`src/rtl/tcfifo_pkg.sv`:
```
// Shared codes, widths and interface types for the two-class FIFO block.
package tcfifo_pkg;

    localparam int PORT_ID_W       = 16;
    localparam int QUEUE_DEPTH_DEF = 16;
    localparam int ID_BITS_DEF     = 16;

    localparam logic [1:0] OP_ENQUEUE   = 2'd0;
    localparam logic [1:0] OP_DEQ_ANY   = 2'd1;
    localparam logic [1:0] OP_DEQ_CLS1  = 2'd2;
    localparam logic [1:0] OP_DEQ_CLS0  = 2'd3;

    localparam logic [1:0] ST_ENQUEUED  = 2'd0;
    localparam logic [1:0] ST_DEQUEUED  = 2'd1;
    localparam logic [1:0] ST_EMPTY     = 2'd2;
    localparam logic [1:0] ST_FULL      = 2'd3;

    typedef struct packed {
        logic push;
        logic pop;
    } q_ctl_t;

    typedef struct packed {
        logic empty;
        logic full;
    } q_stat_t;

endpackage

```
`src/rtl/tcfifo_queue.sv`:
```
// One class FIFO: register-read store with a prefetched front entry.
module tcfifo_queue #(
    parameter int QUEUE_DEPTH = tcfifo_pkg::QUEUE_DEPTH_DEF,
    parameter int ID_BITS     = tcfifo_pkg::ID_BITS_DEF
) (
    input  logic                clk,
    input  logic                rst_n,
    input  tcfifo_pkg::q_ctl_t  ctl,
    input  logic [ID_BITS-1:0]  push_id,
    output logic [ID_BITS-1:0]  front,
    output tcfifo_pkg::q_stat_t stat
);

    localparam int AW = (QUEUE_DEPTH > 1) ? $clog2(QUEUE_DEPTH) : 1;
    localparam int CW = $clog2(QUEUE_DEPTH + 1);
    localparam logic [AW-1:0] LAST = AW'(QUEUE_DEPTH - 1);
    localparam logic [CW-1:0] FULL_CNT = CW'(QUEUE_DEPTH);

    logic [ID_BITS-1:0] mem [QUEUE_DEPTH];
    logic [AW-1:0]      head_reg;
    logic [AW-1:0]      head_next;
    logic [AW-1:0]      tail_reg;
    logic [AW-1:0]      tail_next;
    logic [CW-1:0]      cnt_reg;
    logic [CW-1:0]      cnt_next;
    logic [ID_BITS-1:0] front_reg;
    logic               push_ok;
    logic               pop_ok;

    assign stat.empty = (cnt_reg == '0);
    assign stat.full  = (cnt_reg == FULL_CNT);
    assign push_ok    = ctl.push && !stat.full;
    assign pop_ok     = ctl.pop && !stat.empty;
    assign front      = front_reg;

    always_comb
    begin
        head_next = head_reg;
        tail_next = tail_reg;
        cnt_next  = cnt_reg;
        if (pop_ok)
        begin
            head_next = (head_reg == LAST) ? '0 : head_reg + 1'b1;
        end
        if (push_ok)
        begin
            tail_next = (tail_reg == LAST) ? '0 : tail_reg + 1'b1;
        end
        if (push_ok && !pop_ok)
        begin
            cnt_next = cnt_reg + 1'b1;
        end
        else if (pop_ok && !push_ok)
        begin
            cnt_next = cnt_reg - 1'b1;
        end
    end

    always_ff @(posedge clk or negedge rst_n)
    begin
        if (!rst_n)
        begin
            head_reg <= '0;
            tail_reg <= '0;
            cnt_reg  <= '0;
        end
        else
        begin
            head_reg <= head_next;
            tail_reg <= tail_next;
            cnt_reg  <= cnt_next;
        end
    end

    always_ff @(posedge clk)
    begin
        if (push_ok)
        begin
            mem[tail_reg] <= push_id;
        end
    end

    // front follows the next head; a beat written there this cycle bypasses
    always_ff @(posedge clk)
    begin
        if (push_ok && (tail_reg == head_next))
        begin
            front_reg <= push_id;
        end
        else
        begin
            front_reg <= mem[head_next];
        end
    end

endmodule

```
`src/rtl/two_class_fifo_oldest_first.sv`:
```
// Two-class FIFO of sequence ids with oldest-first dequeue across classes.
// Each beat carries one request (enqueue, dequeue oldest, dequeue class 1,
// dequeue class 0) and yields exactly one result beat. The block takes one
// beat per cycle while no result waits on out_ready; an accepted beat sits in
// the input register, and its result is loaded into the result register once
// that register is free or being taken, and is presented from there.
// Each class FIFO holds QUEUE_DEPTH ids in
// a store with registered read; its front entry is prefetched into a
// register that the head compare and pop read. Enqueue to a full
// class drops the id with status full; a dequeue from empty returns status
// empty with zero data. Dequeue-oldest picks the smaller front id, class 1
// on a tie. in_ready drops only while a result waits on out_ready.
module two_class_fifo_oldest_first #(
    parameter int QUEUE_DEPTH = tcfifo_pkg::QUEUE_DEPTH_DEF,
    parameter int ID_BITS     = tcfifo_pkg::ID_BITS_DEF
) (
    input  logic                             clk,
    input  logic                             rst_n,
    input  logic                             in_valid,
    output logic                             in_ready,
    input  logic [1:0]                       op,
    input  logic [tcfifo_pkg::PORT_ID_W-1:0] item_id,
    input  logic                             item_class,
    output logic                             out_valid,
    input  logic                             out_ready,
    output logic [1:0]                       status,
    output logic [tcfifo_pkg::PORT_ID_W-1:0] out_id,
    output logic                             out_class
);

    localparam int PW = tcfifo_pkg::PORT_ID_W;

    logic               in_valid_reg;
    logic [1:0]         op_reg;
    logic [ID_BITS-1:0] id_reg;
    logic               class_reg;

    logic               out_valid_reg;
    logic               out_valid_next;
    logic [1:0]         status_reg;
    logic [1:0]         status_next;
    logic [PW-1:0]      out_id_reg;
    logic [PW-1:0]      out_id_next;
    logic               out_class_reg;
    logic               out_class_next;

    logic               fire;
    logic               sel_pop0;
    logic               sel_pop1;
    logic               sel_push0;
    logic               sel_push1;

    tcfifo_pkg::q_ctl_t  ctl0;
    tcfifo_pkg::q_ctl_t  ctl1;
    tcfifo_pkg::q_stat_t stat0;
    tcfifo_pkg::q_stat_t stat1;
    logic [ID_BITS-1:0]  front0;
    logic [ID_BITS-1:0]  front1;

    assign fire     = in_valid_reg && (!out_valid_reg || out_ready);
    assign in_ready = !in_valid_reg || fire;

    always_ff @(posedge clk or negedge rst_n)
    begin
        if (!rst_n)
        begin
            in_valid_reg <= 1'b0;
        end
        else if (in_ready)
        begin
            in_valid_reg <= in_valid;
        end
    end

    always_ff @(posedge clk)
    begin
        if (in_ready && in_valid)
        begin
            op_reg    <= op;
            id_reg    <= ID_BITS'(item_id);
            class_reg <= item_class;
        end
    end

    always_comb
    begin
        sel_pop0       = 1'b0;
        sel_pop1       = 1'b0;
        sel_push0      = 1'b0;
        sel_push1      = 1'b0;
        status_next    = tcfifo_pkg::ST_EMPTY;
        out_id_next    = '0;
        out_class_next = 1'b0;
        case (op_reg)
            tcfifo_pkg::OP_ENQUEUE:
            begin
                if (class_reg ? stat1.full : stat0.full)
                begin
                    status_next = tcfifo_pkg::ST_FULL;
                end
                else
                begin
                    status_next = tcfifo_pkg::ST_ENQUEUED;
                    sel_push0   = !class_reg;
                    sel_push1   = class_reg;
                end
            end
            tcfifo_pkg::OP_DEQ_ANY:
            begin
                if (!stat0.empty && (stat1.empty || (front0 < front1)))
                begin
                    sel_pop0 = 1'b1;
                end
                else if (!stat1.empty)
                begin
                    sel_pop1 = 1'b1;
                end
            end
            tcfifo_pkg::OP_DEQ_CLS1:
            begin
                sel_pop1 = !stat1.empty;
            end
            tcfifo_pkg::OP_DEQ_CLS0:
            begin
                sel_pop0 = !stat0.empty;
            end
            default:
            begin
                status_next = tcfifo_pkg::ST_EMPTY;
            end
        endcase
        if (sel_pop0)
        begin
            status_next = tcfifo_pkg::ST_DEQUEUED;
            out_id_next = PW'(front0);
        end
        else if (sel_pop1)
        begin
            status_next    = tcfifo_pkg::ST_DEQUEUED;
            out_id_next    = PW'(front1);
            out_class_next = 1'b1;
        end
    end

    assign ctl0.push = fire && sel_push0;
    assign ctl0.pop  = fire && sel_pop0;
    assign ctl1.push = fire && sel_push1;
    assign ctl1.pop  = fire && sel_pop1;

    tcfifo_queue #(
        .QUEUE_DEPTH (QUEUE_DEPTH),
        .ID_BITS     (ID_BITS)
    ) u_q0 (
        .clk     (clk),
        .rst_n   (rst_n),
        .ctl     (ctl0),
        .push_id (id_reg),
        .front   (front0),
        .stat    (stat0)
    );

    tcfifo_queue #(
        .QUEUE_DEPTH (QUEUE_DEPTH),
        .ID_BITS     (ID_BITS)
    ) u_q1 (
        .clk     (clk),
        .rst_n   (rst_n),
        .ctl     (ctl1),
        .push_id (id_reg),
        .front   (front1),
        .stat    (stat1)
    );

    always_comb
    begin
        if (fire)
        begin
            out_valid_next = 1'b1;
        end
        else if (out_ready)
        begin
            out_valid_next = 1'b0;
        end
        else
        begin
            out_valid_next = out_valid_reg;
        end
    end

    always_ff @(posedge clk or negedge rst_n)
    begin
        if (!rst_n)
        begin
            out_valid_reg <= 1'b0;
        end
        else
        begin
            out_valid_reg <= out_valid_next;
        end
    end

    always_ff @(posedge clk)
    begin
        if (fire)
        begin
            status_reg    <= status_next;
            out_id_reg    <= out_id_next;
            out_class_reg <= out_class_next;
        end
    end

    assign out_valid = out_valid_reg;
    assign status    = status_reg;
    assign out_id    = out_id_reg;
    assign out_class = out_class_reg;

    a_q_sane: assert property (@(posedge clk) disable iff (!rst_n)
        !(stat0.empty && stat0.full) && !(stat1.empty && stat1.full))
        else $error("class FIFO reports empty and full at once");

    a_stall_only: assert property (@(posedge clk) disable iff (!rst_n)
        !in_ready |-> (out_valid && !out_ready))
        else $error("input stalled without a held result");

    a_zero_data: assert property (@(posedge clk) disable iff (!rst_n)
        (out_valid && (status != tcfifo_pkg::ST_DEQUEUED)) |->
            ((out_id == '0) && !out_class))
        else $error("non-dequeue result carries data");

    a_one_pop: assert property (@(posedge clk) disable iff (!rst_n)
        !(ctl0.pop && ctl1.pop) && !((ctl0.pop || ctl1.pop) && (ctl0.push || ctl1.push)))
        else $error("more than one queue action in a cycle");

endmodule

```
`config.mk`:
```
export PLATFORM = sky130hd
export DESIGN_NAME = two_class_fifo_oldest_first
export DESIGN_NICKNAME = d
export VERILOG_FILES = /design/src/rtl/tcfifo_pkg.sv /design/src/rtl/tcfifo_queue.sv /design/src/rtl/two_class_fifo_oldest_first.sv
export SDC_FILE = /design/constraint.sdc
export NUM_CORES = 1
export LEC_CHECK = 0
export ABC_CLOCK_PERIOD_IN_PS = 5700
export CAP_MARGIN = 5
export CORE_MARGIN = 4
export CORE_UTILIZATION = 59
export DETAILED_ROUTE_END_ITERATION = 10
export DONT_BUFFER_PORTS = 1
export PLACE_DENSITY = 0.75
export SLEW_MARGIN = 20
export SYNTH_ARGS = -nofsm -noshare
export SYNTH_HDL_FRONTEND = slang
export SYNTH_HIERARCHICAL = 1
export SYNTH_SLANG_ARGS = --single-unit
```
`constraint.sdc`:
```
create_clock -name clk -period 5.7 [get_ports clk]
set_input_delay 0.855 -clock clk [delete_from_list [all_inputs] [get_ports clk]]
set_output_delay 0.855 -clock clk [all_outputs]
set_load 0.005 [all_outputs]
```
==> flow_metrics.py <==
metrics = {
    "floorplanning": {
        "fp.dieH_um": 207,
        "pin_count": 44,
        "die_x_um": 207,
        "core_area_um2": 38800,
        "fp-row-count": 72,
        "start_util_pct": 59.9,
        "die-area_um2": 42700,
    },
    "clocking": {
        "cts_root_buf": "clkbuf_16",
        "clockBufferDepth": 3,
        "clk_pin_slew_ns": 0.06,
        "cts_sinks": 586,
        "h-tree-depth": 2,
        "cts_buffers": 56,
        "insertion_delay_ns": 0.61,
        "cts_setup_buffers": 0,
        "cts_tree": "done",
    },
    "timing": {
        "worst_clock_skew_ns": 0.0190,
        "fmax_mhz": 186,
        "finalCritPeriodShare_pct": 94.5,
        "tightestPinTransition_ns": 1.08,
        "rsz0062_at_grt": "false",
        "setup_viol": 0,
        "fin_crit_ns": 5.38,
        "maxSlewHeadroom_pct": 27.9,
        "timing.hold.ws_ns": 0.0775,
        "slew_viol_final": 0,
        "hold_violations": 0,
        "fin_tns_setup_ns": 0,
    },
    "logic_synthesis": {
        "synth_top_area_share_pct": 71.0,
        "syn-cell-area_um2": 23300,
        "synth_cell_types": 58,
        "synthArstFlopShare_pct": 4.78,
        "synthesis.nets": 1212,
        "synth_edf_count": 550,
        "synth-seq-area-share_pct": 74.7,
        "syn_area_per_cell_um2": 20.3,
        "synth_warnings": 6,
        "synthCells": 1148,
        "synth_ff_type": "edfxtp_1",
        "ys_seq_elements": 586,
        "synth_top_area_cell": "edfxtp_1",
        "synth_top_cells_by_area": "edfxtp_1, mux4_2, dfrtp_1",
    },
    "pwr": {
        "switching_share_pct": 30.1,
        "clkPwrFrac_pct": 29.7,
        "power_mw": 12.4,
        "p_leak_nw": 8.77,
        "power_frac_seq_pct": 42.9,
        "peakVddDrop_mv": 0.328,
        "powerDensity_nw_per_um2": 473,
        "comb_power_share_pct": 27.4,
        "p_int_mw": 8.70,
        "power_switching_mw": 3.74,
    },
    "global_route": {
        "overflow": 0,
        "grt_max_degree": 33,
        "antenna_found_initial": 0,
        "grt_pass1_vias": 11716,
        "grt_use_total_pct": 24.8,
        "grt_pass1_wl_um": 76200,
    },
    "cells_and_area": {
        "final_core_util_pct": 67.7,
        "reg.largest.list": "u_q0/mem x256, u_q1/mem x256",
        "final_cell_mix": "edfxtp_1, mux4_2, buf_4",
        "layout-drive-gt1-share_pct": 23.5,
        "num_antenna_cells": 0,
        "final_net_count": 1302,
        "layout_commonest_cell": "edfxtp_1",
        "area_growth_pct": 13.1,
        "final_cells": 1804,
    },
    "place": {
        "gp_congestion": 0.814,
        "dp_cells": 1686,
        "dp_hpwl_um": 30900,
        "io_buffers": 0,
    },
    "job": {
        "maxCapViolCount": 0,
    },
    "worst_setup_path": {
        "cp-end-kind": "flip-flop",
        "path_max_fanout": 18,
        "worstSetupPathType": "flip-flop to flip-flop",
        "cp.required_ns": 6.16,
        "cp.arrival_ns": 5.84,
        "start_kind": "flip-flop",
    },
    "route": {
        "drcViolationCount": 0,
        "wirelength_um": 52200,
        "via_count": 11800,
        "drt-vias-per-instance": 6.54,
        "dr.pass1.iters": 5,
        "drt_iter0_markers": 1520,
        "ant_nets": 0,
        "routedWlPerCell_um": 28.9,
    },
    "min_path": {
        "hold_path_class": "primary input to asynchronous set/reset pin",
    },
    "status": {
        "run_status": "finished, final reports clean",
    },
}
==> worst max-delay path: stages (launching register included) <==
cell	delay (ns)
dfxtp_2	0.74
buf_4	0.34
mux4_1	0.33
a22oi_1	0.46
nand2_1	0.19
inv_1	0.10
ha_1	0.19
nand4_1	0.14
nor4_2	0.57
o31ai_4	0.16
a21oi_1	0.33
and2_1	0.25
o21ai_4	0.11
ha_2	0.23
inv_1	0.15
ha_1	0.27
nor2b_1	0.15
o21a_1	0.19
o2111ai_1	0.18
o311ai_0	0.14
==> final timing paths <==
path,cells past startpoint,end,slack [ns]
worst max-delay path,19,u_q1/cnt_reg[4],0.32
worst min-delay path,1,u_q0/cnt_reg[1],0.08
worst max register to register,19,u_q1/cnt_reg[4],0.32
worst min register to register,1,out_valid,0.50
max in group asynchronous,1,u_q0/tail_reg[0],5.45
min in group clk,0,id_reg[9],0.34
==> per-stage QoR <==
stage / cell area [um2] / worst slack [ns]
finish: 26300 / 0.316
global route: 26300 / 0.0142
CTS: 26100 / 0.224
detailed placement: 24300 / 0.286
global placement: 24200 / 0.408
floorplan: 23300 / 1.11
==> Yosys cell counts, types with 2 or more instances <==
library cell   instances
a21boi_0               2
a21o_1                 4
a21oi_1               10
a22o_1                19
a22oi_1               64
a311oi_1               2
and2_1                11
and4_1                 2
buf_1                  5
buf_2                 11
buf_4                  9
buf_6                  9
clkbuf_1              12
dfrtp_1               28
dfxtp_1                8
dlygate4sd1_1          3
edfxtp_1             550
fa_1                   2
ha_1                  39
inv_1                 32
mux2_1                 2
mux4_1                20
mux4_2               108
nand2_1               58
nand2b_1               8
nand3_1               10
nor2_1                33
nor2b_1                6
nor3_1                14
nor4_1                 2
o2111ai_1              4
o21a_1                 2
o21ai_0               19
o21ai_4                2
o311ai_0               2
o31ai_1                2
or3_1                  4
or4_4                  2
xnor2_1                6
xor2_1                 4
==> power groups by stage <==
stage          Clock [mW]  Sequential (mW)  Combinational [mW]
5_1_grt              3.93             5.37                3.66
6_report             3.69             5.34                3.41
3_5_place_dp            0             5.45                3.26
2_1_floorplan           0             5.19                2.47
4_1_cts              3.73             5.36                3.32
3_3_place_gp            0             5.44                3.16
==> cell type report <==
cell class / instances / area (um2)
Clock buffer: 65 / 1460
Clock inverter: 41 / 384
Fill cell: 2322 / 12500
Inverter: 32 / 120
Multi-Input combinational cell: 477 / 5480
Sequential cell: 586 / 17400
Tap cell: 518 / 648
Timing Repair Buffer: 85 / 828
==> kinds of logic (layout without fill, tap and decap cells) <==
logic type	after synthesis	count (layout)	synth area share [%]
and+or+nand+nor	156	156	3.22
muxes	131	131	12.9
adders and majority gates	41	41	2.27
xor gates and xnor gates	10	10	0.376
buffers and inverters	85	223	2.04
AOI/OAI and AO/OA	139	139	4.55
DFF	586	586	74.7
==> metal layers <==
| metal | wire [um] | part of all wire, % | vias to the layer above | track usage (%) |
|---|---|---|---|---|
| met5 | 0 | 0 | - | 0 |
| met1 | 20800 | 40 | 6135 | 36.8 |
| met3 | 5590 | 11 | 74 | 6.22 |
| met4 | 1120 | 2.1 | 0 | 6.51 |
| met2 | 24700 | 47 | 690 | 37.8 |
| li1 | - | - | 4901 | - |
==> timing repair <==
item	CTS	global route
hold buffers	1	0
endpoints found under the setup margin	0	2
gates resized for setup	0	3
endpoints found under the hold margin	28	0
Power figures use the tool's default switching activity.
